`config.mk`:
```
export PLATFORM = sky130hd
export DESIGN_NAME = weighted_pick_no_repeat
export DESIGN_NICKNAME = d
export VERILOG_FILES = /design/src/rtl/core/wpnr_pkg.sv /design/src/rtl/core/wpnr_cell.sv /design/src/rtl/core/weighted_pick_no_repeat.sv
export SDC_FILE = /design/constraint.sdc
export NUM_CORES = 2
export LEC_CHECK = 0
export BUFFER_PORTS_ARGS = -buffer_cell sky130_fd_sc_hd__buf_2
export CAP_MARGIN = 10
export CORE_UTILIZATION = 64
export DETAILED_ROUTE_END_ITERATION = 7
export MAX_ROUTING_LAYER = met4
export PLACE_DENSITY = 0.81
export SLEW_MARGIN = 20
export SYNTH_ARGS = -nofsm -noshare
export SYNTH_HDL_FRONTEND = slang
export SYNTH_SLANG_ARGS = --single-unit
export TNS_END_PERCENT = 1
```
`constraint.sdc`:
```
create_clock -name clk_i -period 4.6 [get_ports clk_i]
set_clock_uncertainty 0.1 [all_clocks]
set_input_delay 0.69 -clock clk_i [delete_from_list [all_inputs] [get_ports clk_i]]
set_output_delay 0.69 -clock clk_i [all_outputs]
set_load 0.05 [all_outputs]
```
`src/rtl/core/wpnr_pkg.sv`:
```
// Shared types and constants for the weighted pick without repeat block.
// Used by wpnr_cell and weighted_pick_no_repeat; depends on nothing else.
`timescale 1ns / 1ps

package wpnr_pkg;

  // Field widths fixed by the item formats.
  localparam int unsigned WEIGHT_W = 16;
  localparam int unsigned DRAW_W   = 20;
  localparam int unsigned REQ_W    = 2;
  localparam int unsigned EIDX_W   = 4;
  localparam int unsigned COUNT_W  = 5;

  // Entry index and running sum are sized for the largest supported table (64 entries).
  localparam int unsigned IDX_W = 6;
  localparam int unsigned RUN_W = WEIGHT_W + IDX_W;

  // Request codes carried in the input beat.
  typedef enum logic [REQ_W-1:0] {
    REQ_LOAD  = 2'd0,
    REQ_PICK  = 2'd1,
    REQ_NOREP = 2'd2,
    REQ_NONE  = 2'd3
  } wpnr_req_e;

  // Scan token handed from cell to cell along the chain.
  typedef struct packed {
    logic             valid;
    logic [RUN_W-1:0] run;       // running weight sum
    logic             hit;       // draw fell below the running sum
    logic [IDX_W-1:0] pick;      // first entry that took the draw
    logic             aft_v;     // unused entry found at or after the pick
    logic [IDX_W-1:0] aft_idx;
    logic             free_v;    // unused entry found anywhere in use
    logic [IDX_W-1:0] free_idx;
  } wpnr_token_t;

  // Command broadcast from the controller to every cell.
  typedef struct packed {
    logic                wr;
    logic [IDX_W-1:0]    wr_idx;
    logic [WEIGHT_W-1:0] wr_weight;
    logic                mark;
    logic [IDX_W-1:0]    mark_idx;
    logic                clr_all;
  } wpnr_cmd_t;

endpackage

```
`src/rtl/core/wpnr_cell.sv`:
```
// One table entry: its weight, its used mark and one hop of the scan chain.
// Depends on wpnr_pkg for the token and command types.
`timescale 1ns / 1ps

module wpnr_cell
  import wpnr_pkg::*;
#(
  parameter int unsigned IDX   = 0,
  parameter int unsigned CNT_W = 5
) (
  input  logic                clk_i,
  input  logic                rst_ni,
  input  wpnr_cmd_t           cmd_i,
  input  logic [CNT_W-1:0]    count_i,
  input  logic [DRAW_W-1:0]   draw_i,
  input  wpnr_token_t         tok_i,
  output wpnr_token_t         tok_o
);

  logic [WEIGHT_W-1:0] weight_q;
  logic                used_q;
  logic                tok_valid_q;
  wpnr_token_t         tok_d;
  wpnr_token_t         tok_q;
  logic                active;
  logic [RUN_W-1:0]    sum;
  logic                wr_hit;
  logic                mark_hit;

  assign wr_hit   = cmd_i.wr && (cmd_i.wr_idx == IDX_W'(IDX));
  assign mark_hit = cmd_i.mark_idx == IDX_W'(IDX);

  // Loads clear the mark; a no-repeat pick sets it and may clear the rest.
  always_ff @(posedge clk_i or negedge rst_ni) begin
    if (!rst_ni) begin
      weight_q <= '0;
      used_q   <= 1'b0;
    end else if (wr_hit) begin
      weight_q <= cmd_i.wr_weight;
      used_q   <= 1'b0;
    end else if (cmd_i.mark) begin
      if (cmd_i.clr_all) begin
        used_q <= mark_hit;
      end else if (mark_hit) begin
        used_q <= 1'b1;
      end
    end
  end

  // Update the passing token when this entry is in use.
  assign active = tok_i.valid && (int'(count_i) > IDX);
  assign sum    = tok_i.run + RUN_W'(weight_q);

  always_comb begin
    tok_d = tok_i;
    if (active) begin
      tok_d.run = sum;
      if (!tok_i.hit && (RUN_W'(draw_i) < sum)) begin
        tok_d.hit  = 1'b1;
        tok_d.pick = IDX_W'(IDX);
      end
      if (tok_d.hit && !tok_i.aft_v && !used_q) begin
        tok_d.aft_v   = 1'b1;
        tok_d.aft_idx = IDX_W'(IDX);
      end
      if (!tok_i.free_v && !used_q) begin
        tok_d.free_v   = 1'b1;
        tok_d.free_idx = IDX_W'(IDX);
      end
    end
  end

  // Hand the token to the next cell through a register.
  always_ff @(posedge clk_i or negedge rst_ni) begin
    if (!rst_ni) begin
      tok_valid_q <= 1'b0;
    end else begin
      tok_valid_q <= tok_d.valid;
    end
  end

  always_ff @(posedge clk_i) begin
    tok_q <= tok_d;
  end

  always_comb begin
    tok_o       = tok_q;
    tok_o.valid = tok_valid_q;
  end

endmodule

```
`src/rtl/core/weighted_pick_no_repeat.sv`:
```
// Top level of the weighted pick without repeat block: controller and cell chain.
// Depends on wpnr_pkg and wpnr_cell.
`timescale 1ns / 1ps

// Weighted random pick over a table of up to MAX_ENTRIES weights, with an
// optional no-repeat mode that marks chosen entries as used. A load beat
// writes one weight and returns nothing; an unknown request is dropped. A
// pick beat returns one result beat: a start state launches a token, the
// token walks the chain of entry cells one cell per cycle, summing weights
// and noting the pick and the first unused entries, and a resolve state then
// forms the result and updates the marks. One item is worked on at a time;
// the input takes the next beat while a result still waits at the output.
// entry_count may be written only while the block is idle and is saturated
// to MAX_ENTRIES. A draw at or above the total weight picks entry 0 in pick
// mode and the first unused entry (entry 0 if none) in no-repeat mode.
module weighted_pick_no_repeat
  import wpnr_pkg::*;
#(
  parameter int unsigned MAX_ENTRIES = 16
) (
  input  logic        clk_i,
  input  logic        rst_ni,
  // Input beat, from bit 0: entry_index[4], entry_weight[16], random_value[20].
  input  logic        s_axis_tvalid,
  output logic        s_axis_tready,
  input  logic [39:0] s_axis_tdata,
  // Input sideband, from bit 0: req_type[2].
  input  logic [1:0]  s_axis_tuser,
  // Result beat, from bit 0: found[1], chosen_index[4], marks_were_reset[1],
  // zero pad[2].
  output logic        m_axis_tvalid,
  input  logic        m_axis_tready,
  output logic [7:0]  m_axis_tdata,
  // entry_count register write.
  input  logic        cfg_valid_i,
  output logic        cfg_ready_o,
  input  logic [COUNT_W-1:0] cfg_data_i
);

  localparam int unsigned CNT_W = $clog2(MAX_ENTRIES + 1);

  typedef enum logic [1:0] {
    S_IDLE,
    S_START,
    S_SCAN,
    S_RESOLVE
  } state_e;

  state_e             state_q;
  logic [COUNT_W-1:0] entry_count_q;
  logic [CNT_W-1:0]   count_live;
  logic [CNT_W-1:0]   cnt_q;
  logic [DRAW_W-1:0]  draw_q;
  logic               norep_q;
  wpnr_token_t        tail_q;
  logic               out_found_q;
  logic [EIDX_W-1:0]  out_chosen_q;
  logic               out_reset_q;
  logic               m_valid_q;

  wpnr_req_e          in_req;
  logic [EIDX_W-1:0]  in_idx;
  logic [WEIGHT_W-1:0] in_weight;
  logic [DRAW_W-1:0]  in_draw;
  logic               in_fire;
  logic               can_emit;

  wpnr_token_t        tok [MAX_ENTRIES+1];
  wpnr_cmd_t          cmd;

  logic               res_found;
  logic [IDX_W-1:0]   res_chosen;
  logic               res_reset;
  logic               res_mark;

  // Unpack the input beat.
  assign in_req    = wpnr_req_e'(s_axis_tuser);
  assign in_idx    = s_axis_tdata[3:0];
  assign in_weight = s_axis_tdata[19:4];
  assign in_draw   = s_axis_tdata[39:20];

  assign s_axis_tready = state_q == S_IDLE;
  assign in_fire       = s_axis_tvalid && s_axis_tready;
  assign can_emit      = !m_valid_q || m_axis_tready;

  // Configuration register.
  assign cfg_ready_o = 1'b1;

  always_ff @(posedge clk_i or negedge rst_ni) begin
    if (!rst_ni) begin
      entry_count_q <= '0;
    end else if (cfg_valid_i && cfg_ready_o) begin
      entry_count_q <= cfg_data_i;
    end
  end

  // Entries in use, capped at the table size.
  always_comb begin
    if (32'(entry_count_q) > MAX_ENTRIES) begin
      count_live = CNT_W'(MAX_ENTRIES);
    end else begin
      count_live = CNT_W'(entry_count_q);
    end
  end

  // Token entering the first cell.
  always_comb begin
    tok[0]       = '0;
    tok[0].valid = state_q == S_START;
  end

  // Chain of entry cells.
  for (genvar g = 0; g < MAX_ENTRIES; g++) begin : g_cell
    wpnr_cell #(
      .IDX   (g),
      .CNT_W (CNT_W)
    ) u_cell (
      .clk_i   (clk_i),
      .rst_ni  (rst_ni),
      .cmd_i   (cmd),
      .count_i (cnt_q),
      .draw_i  (draw_q),
      .tok_i   (tok[g]),
      .tok_o   (tok[g+1])
    );
  end

  // Resolve the finished token into a result and a mark update.
  always_comb begin
    res_found  = (cnt_q != '0) && (tail_q.run != '0);
    res_chosen = '0;
    res_reset  = 1'b0;
    res_mark   = 1'b0;
    if (res_found && (cnt_q != CNT_W'(1))) begin
      res_chosen = tail_q.hit ? tail_q.pick : '0;
      if (norep_q) begin
        res_mark = 1'b1;
        if (tail_q.hit && tail_q.aft_v) begin
          res_chosen = tail_q.aft_idx;
        end else if (tail_q.free_v) begin
          res_chosen = tail_q.free_idx;
        end else begin
          res_reset = 1'b1;
        end
      end
    end
  end

  // Command broadcast to the cells.
  always_comb begin
    cmd           = '0;
    cmd.wr        = in_fire && (in_req == REQ_LOAD);
    cmd.wr_idx    = IDX_W'(in_idx);
    cmd.wr_weight = in_weight;
    cmd.mark      = (state_q == S_RESOLVE) && can_emit && res_mark;
    cmd.mark_idx  = res_chosen;
    cmd.clr_all   = res_reset;
  end

  // Controller and result register.
  always_ff @(posedge clk_i or negedge rst_ni) begin
    if (!rst_ni) begin
      state_q      <= S_IDLE;
      cnt_q        <= '0;
      draw_q       <= '0;
      norep_q      <= 1'b0;
      tail_q       <= '0;
      m_valid_q    <= 1'b0;
      out_found_q  <= 1'b0;
      out_chosen_q <= '0;
      out_reset_q  <= 1'b0;
    end else begin
      if (m_valid_q && m_axis_tready) begin
        m_valid_q <= 1'b0;
      end
      unique case (state_q)
        S_IDLE: begin
          if (in_fire && ((in_req == REQ_PICK) || (in_req == REQ_NOREP))) begin
            cnt_q   <= count_live;
            draw_q  <= in_draw;
            norep_q <= in_req == REQ_NOREP;
            state_q <= S_START;
          end
        end
        S_START: begin
          state_q <= S_SCAN;
        end
        S_SCAN: begin
          if (tok[MAX_ENTRIES].valid) begin
            tail_q  <= tok[MAX_ENTRIES];
            state_q <= S_RESOLVE;
          end
        end
        S_RESOLVE: begin
          if (can_emit) begin
            m_valid_q    <= 1'b1;
            out_found_q  <= res_found;
            out_chosen_q <= res_chosen[EIDX_W-1:0];
            out_reset_q  <= res_reset;
            state_q      <= S_IDLE;
          end
        end
        default: begin
          state_q <= S_IDLE;
        end
      endcase
    end
  end

  assign m_axis_tvalid = m_valid_q;
  assign m_axis_tdata  = {2'b00, out_reset_q, out_chosen_q, out_found_q};

  // The scan token reaches the end of the chain only while the controller waits for it.
  a_tail_in_scan: assert property (@(posedge clk_i) disable iff (!rst_ni)
    tok[MAX_ENTRIES].valid |-> state_q == S_SCAN)
    else $error("scan token left the chain outside the scan state");

  // A weight load and a mark update never land on the cells together.
  a_no_wr_mark: assert property (@(posedge clk_i) disable iff (!rst_ni)
    !(cmd.wr && cmd.mark))
    else $error("load and mark update in the same cycle");

  // A mark update is followed by a result beat being presented.
  a_mark_gives_result: assert property (@(posedge clk_i) disable iff (!rst_ni)
    cmd.mark |=> m_axis_tvalid && m_axis_tdata[0])
    else $error("mark update without a found result");

  // A not-found result carries a zero index and no mark reset.
  a_not_found_clean: assert property (@(posedge clk_i) disable iff (!rst_ni)
    (m_axis_tvalid && !m_axis_tdata[0]) |-> (m_axis_tdata[5:1] == 5'd0))
    else $error("not-found result with nonzero index or reset flag");

endmodule
```
Word level (Yosys, flattened, before mapping) --
Cells that the tools add are included.
Storage, ports and cells: bits of input ports 52, output and inout bits 11, register bits 1059, logic and storage cells 650
Operators by class: mux-type cells 162, $add $sub $neg 15, magnitude comparators 33, reduce and logical (&&, ||, !) cells 224, equality and inequality tests 39
Operators with widths (count):
- 2-to-1 mux 43 bit | 15
- 2-to-1 mux 7 bit | 64
- adder 22 x 16 -> 22 bit | 15
- < comparator 20 x 22 -> 1 bit | 15
- logical AND 1 bit | 102
- 2-to-1 mux 1 bit | 73
- zero test 1 bit | 62
- equality test 6 x 4 -> 1 bit, second input constant | 8
- nonzero test 3 bit | 16
- greater-than comparator 5 x 4 -> 1 bit, second input constant | 8
- AND reduction 2 bit | 19
- equality test 4 bit, second input constant | 8
- nonzero test 2 bit | 16
- 2-to-1 mux 6 bit | 5
- equality test 6 x 3 -> 1 bit, second input constant | 4
- nonzero test 22 bit | 1
- greater-than comparator 5 x 3 -> 1 bit, second input constant | 4
- < comparator 20 x 16 -> 1 bit | 1
- equality test 4 x 3 -> 1 bit, second input constant | 4
- equality test 6 x 2 -> 1 bit, second input constant | 2
- zero test 6 bit | 2
- greater-than comparator 5 x 1 -> 1 bit, second input constant | 2
- greater-than comparator 5 x 2 -> 1 bit, second input constant | 2
- equality test 4 x 2 -> 1 bit, second input constant | 2
- other kinds (15) | 23

Depth between registers and ports, before layout --
depth in word-level cells 10, depth in mapped cells 22

Hierarchy --
From an unflattened synthesis, not the netlist that was laid out.
Unflattened totals: cell total of the unflattened synthesis 6065, area total of the unflattened synthesis 58364.7 µm²
Modules (own cells, without submodules):
- wpnr_cell at g_cell[8].u_cell | seq. area each 1311.3 µm², cells an instance 417, times used 1, area each 3621.0 µm²
- weighted_pick_no_repeat | seq. area each 2077.0 µm², cells an instance 268, times used 1, area each 3553.4 µm²
- wpnr_cell at g_cell[0].u_cell | seq. area each 1311.3 µm², cells an instance 369, times used 1, area each 3530.9 µm²
- wpnr_cell at g_cell[9].u_cell | seq. area each 1311.3 µm², cells an instance 374, times used 1, area each 3454.6 µm²
- wpnr_cell at g_cell[3].u_cell | seq. area each 1311.3 µm², cells an instance 362, times used 1, area each 3444.6 µm²
- wpnr_cell at g_cell[2].u_cell | seq. area each 1311.3 µm², cells an instance 356, times used 1, area each 3425.8 µm²
- wpnr_cell at g_cell[14].u_cell | seq. area each 1311.3 µm², cells an instance 355, times used 1, area each 3424.5 µm²
- wpnr_cell at g_cell[12].u_cell | seq. area each 1311.3 µm², cells an instance 358, times used 1, area each 3417.0 µm²
- wpnr_cell at g_cell[5].u_cell | seq. area each 1311.3 µm², cells an instance 347, times used 1, area each 3417.0 µm²
- wpnr_cell at g_cell[1].u_cell | seq. area each 1311.3 µm², cells an instance 360, times used 1, area each 3415.8 µm²
- wpnr_cell at g_cell[10].u_cell | seq. area each 1311.3 µm², cells an instance 355, times used 1, area each 3409.5 µm²
- wpnr_cell at g_cell[11].u_cell | seq. area each 1311.3 µm², cells an instance 355, times used 1, area each 3400.8 µm²
- wpnr_cell at g_cell[13].u_cell | seq. area each 1311.3 µm², cells an instance 349, times used 1, area each 3399.5 µm²
- wpnr_cell at g_cell[7].u_cell | seq. area each 1311.3 µm², cells an instance 357, times used 1, area each 3378.2 µm²
- +3 rows

Least setup slack after synthesis --
Ideal clock, no wire load.
kind reg2reg, start point register g_cell[7].u_cell.weight_q[5], end point register g_cell[7].u_cell.tok_q (netlist bit g_cell[7].u_cell.tok_o[20]), arrival time 3995 ps, clock period less this slack 4211 ps, setup slack 389 ps, stages on the path, launching flop included 19, path through dfrtp_1 ha_1 a21o_1 or3_1 o211ai_1 and3_1 o21bai_1 a21oi_1 nor2_1 xnor2_1 ha_1 nand2_1 nor2_1 nand2_1 nor3_1 a211oi_1 a211o_1 or4_4 a31o_1
RTL lines:
- from (decl) | RTL line wpnr_cell.sv:20 | logic [WEIGHT_W-1:0] weight_q;
- from (signal assigned) | RTL line wpnr_cell.sv:39 | weight_q <= cmd_i.wr_weight;
- to (signal assigned) | RTL line wpnr_cell.sv:83 | tok_q <= tok_d;
- to (decl) | RTL line wpnr_cell.sv:24 | wpnr_token_t tok_q;

==> flow_metrics.tcl <==
set metrics [dict create \
    intPower_mw 20.8 \
    routed-wl-met3_um 7780 \
    cap_violations 0 \
    p_per_area_nw_per_um2 651 \
    worst_pin_slew_ns 1.06 \
    clock_sink_count 891 \
    wl_per_cell_um 21.7 \
    power.switching_mw 14.0 \
    min-delay-path-class "in -> async" \
    start_kind "register" \
    yosys.cell_types.count 99 \
    r2r-end "g_cell[12].u_cell.tok_o[8]$_DFF_P_" \
    wl_met1_um 52000 \
    switching_share_pct 40.3 \
    dieHeight_um 276 \
    layout-area-overhead-vs-synth_pct 11.2 \
    hold_viol 3 \
    clkPwrFrac_pct 22.2 \
    cp-end-kind "register" \
    rows 100 \
    status "complete, but fails checks" \
    dieArea_um2 76200 \
    viasPerCell 6.14 \
    violations "hold timing" \
    dp_hpwl_um 95700 \
    total_power_mw 34.8 \
    dr.pass1.iters 5 \
    rrSetupSlack_ns 0.21 \
    cp_max_fo 4 \
    required_ns 5.05 \
    combinationalPowerShare_pct 43.1 \
    cts_tree "yes" \
    die_w_um 276 \
    routed_wl_um 132000 \
    final_nets 5652 \
    synth-seq-area-share_pct 40.9 \
    coreArea_um2 74300 \
    drtIter0Drc 2816 \
    start_util_pct 64.6 \
    grt_pass1_wl_um 201000 \
    htreeDepth 3 \
    avgSynthCellArea_um2 9.78 \
    ir_drop_uv 395 \
    max_freq_mhz 228 \
    critPathKind "reg -> reg" \
    antenna_left 0 \
    slew_viol_final 0 \
    setup_viol 0 \
    top_layer "met4" \
    hold_buffers 0 \
    gr-usage-all-layers_pct 35.5 \
    synth_edf_count 0 \
    r2r.worst_path.cells 18 \
    syn_inst 4913 \
    synth_seq_cells 891 \
    root_buffer "clkbuf_16" \
    post-place-ws_ns -0.117 \
    leakagePower_nw 25.4 \
    period_share_pct 95.3 \
    slew-limit-headroom_pct 29.3 \
    rsz0062_at_grt "yes" \
    routed-via-count 37451 \
    grt_antenna_before_repair 6 \
    ys_warn_count 0 \
    netlist_area_um2 48000 \
    min_period_ns 4.39 \
    clk_pin_slew_ns 0.06 \
    seq_power_share_pct 34.7 \
    routed-wl-met2_um 63600 \
    timing.hold.ws_ns -0.0101 \
    drc_errors 0 \
    clock_path_buffers 3 \
    place_congestion 0.990 \
    grt.overflow.total 0 \
    r2r-start "g_cell[11].u_cell.tok_o[21]$_DFF_P_" \
    async_reset_ff_share_pct 41.0 \
    io_pins 63 \
    postLayoutSetupSlackWorst_ns 0.214 \
    cts_made_buffers 92 \
    synth_ff_type "dfxtp_1" \
    drive_gt1_share_pct 14.8 \
    crit_arrival_ns 4.84 \
    portBuffers 59 \
    grt_pass1_vias 36999 \
    grt_max_degree 91 \
    clk_latency_ns 0.66 \
]
registers in the layout, summed over array words and instances (netlist names):
| signal | cells |
|---|---|
| norep_q | 1 |
| out_found_q | 1 |
| state_q | 2 |
| out_chosen_q | 4 |
| g_cell.u_cell.tok_o | 526 |
| m_axis_tvalid | 1 |
| draw_q | 20 |
| g_cell.u_cell.tok_valid_q | 16 |
| cnt_q | 5 |
| out_reset_q | 1 |
| g_cell.u_cell.weight_q | 256 |
| g_cell.u_cell.used_q | 16 |
| tail_q | 37 |
| entry_count_q | 5 |
per-layer routing:
metal	vias to the layer above	global-route usage, %
met3	434	4.63
met5	-	-
li1	17715	-
met1	18079	40.9
met4	0	20.5
met2	1223	59.4
metrics by stage:
stage	std cells	instance area (um2)	hold slack [ns]	util [%]	setup TNS, ns
4_1_cts	6090	53200	0.00675	71.6	0
6_report	6097	53400	-0.0101	71.9	0
3_3_place_gp	5916	49900	0.260	67.2	-0.0109
5_1_grt	6096	53400	0.0375	71.9	-0.231
2_1_floorplan	4914	48000	0.248	-	0
3_5_place_dp	5916	49900	0.260	67.2	-0.549
power by group through the flow:
stage	Combinational (mW)	Clock (mW)	Sequential, mW
floorplan	10.1	0	11.4
global placement	13.9	0	12.1
detailed placement	14.4	0	12.1
CTS	14.7	7.80	12.0
global route	16.6	8.13	12.3
finish	15.0	7.73	12.1
cells in the final DEF (no fill, tap or decap), drive strengths merged, types with 10 or more instances in the layout:
cell	netlist	final
nor3	80	80
nand3	60	60
dfrtp	365	365
o41ai	11	11
o21a	53	53
buf	17	165
and2	45	45
mux2	253	253
or2	67	67
xnor2	148	148
a22oi	16	16
clkbuf	111	132
nand2	612	612
nand2b	111	111
nand4	49	49
ha	540	540
o211ai	18	18
dfxtp	526	526
xor2	170	170
inv	142	147
a2111oi	18	18
and3	30	30
fa	15	15
a21oi	233	233
o21ai	422	422
a211oi	33	33
clkinv	4	31
o31ai	30	30
nor2	203	203
nor2b	78	78
a31o	10	10
o21bai	54	54
a211o	14	14
nor4	17	17
a31oi	33	33
a21o	190	190
or3	23	23
repair_timing:
action	CTS	global route
gates resized for setup	8	56
setup buffers	0	4
hold endpoints to repair	0	0
endpoints found under the setup margin	13	88
pin swaps	0	13
kinds of logic (layout without fill, tap and decap cells):
kind of cell / after synthesis / count (layout) / synth area share, %
and+or+nand+nor: 1406 / 1406 / 13.9
AOI/OAI and AO/OA: 1212 / 1212 / 16.5
DFF: 891 / 891 / 40.9
adders and majority gates: 555 / 555 / 14.7
xor gates and xnor gates: 318 / 318 / 5.80
buffers and inverters: 274 / 485 / 2.19
muxes: 255 / 255 / 5.98
other: 2 / 6 / 0.0156
worst max-delay path by stage:
| stage | startpoint | to | slack [ns] | depth (start not counted) |
|---|---|---|---|---|
| 2_1_floorplan | g_cell[7].u_cell.weight_q[5]$_DFFE_PN0P_ | g_cell[7].u_cell.tok_o[20]$_DFF_P_ | 0.39 | 18 |
| 3_5_place_dp | g_cell[8].u_cell.weight_q[5]$_DFFE_PN0P_ | g_cell[8].u_cell.tok_o[8]$_DFF_P_ | -0.12 | 19 |
| 6_report | g_cell[11].u_cell.tok_o[21]$_DFF_P_ | g_cell[12].u_cell.tok_o[8]$_DFF_P_ | 0.21 | 18 |
| 4_1_cts | g_cell[8].u_cell.weight_q[5]$_DFFE_PN0P_ | g_cell[8].u_cell.tok_o[8]$_DFF_P_ | 0.008 | 19 |
| 5_1_grt | g_cell[11].u_cell.tok_o[21]$_DFF_P_ | g_cell[12].u_cell.tok_o[8]$_DFF_P_ | -0.04 | 18 |
| 3_3_place_gp | g_cell[1].u_cell.weight_q[1]$_DFFE_PN0P_ | g_cell[1].u_cell.tok_o[13]$_DFF_P_ | -0.01 | 18 |
cell type report:
type                            count  area (um2)
Antenna cell                        3        7.51
Inverter                          146         548
Clock inverter                     42         420
Multi-Input combinational cell   3749       27600
Fill cell                        5371       20900
Timing Repair Buffer              165        1150
Clock buffer                      132        2790
Sequential cell                   891       19700
Tap cell                          969        1210
Yosys cell counts (142+ instances only):
| cell type | instances | area [um2] |
|---|---|---|
| xor2_1 | 170 | 1490 |
| o21ai_0 | 399 | 2000 |
| xnor2_1 | 148 | 1300 |
| mux2_2 | 252 | 2840 |
| inv_1 | 142 | 533 |
| a21o_1 | 190 | 1430 |
| a21oi_1 | 225 | 1130 |
| nand2_1 | 612 | 2300 |
| nor2_1 | 203 | 762 |
| dfrtp_1 | 365 | 9130 |
| dfxtp_1 | 526 | 10500 |
| ha_1 | 540 | 6760 |
worst max-delay path: stages, from the launching register on:
cell and delay, ns:
dfxtp_1 0.36, ha_1 0.20, inv_1 0.06, fa_1 0.40, nor2b_1 0.20, o31ai_2 0.11
a21oi_1 0.18, a21oi_1 0.13, a31oi_1 0.25, nand3_1 0.14, xor2_1 0.17, ha_1 0.32
a2111oi_1 0.37, nand4_1 0.14, o22a_1 0.27, nand4_1 0.12, o2bb2ai_2 0.10, a2111o_1 0.48
and2_1 0.18
Note: power is estimated with default switching activity, not from simulation.
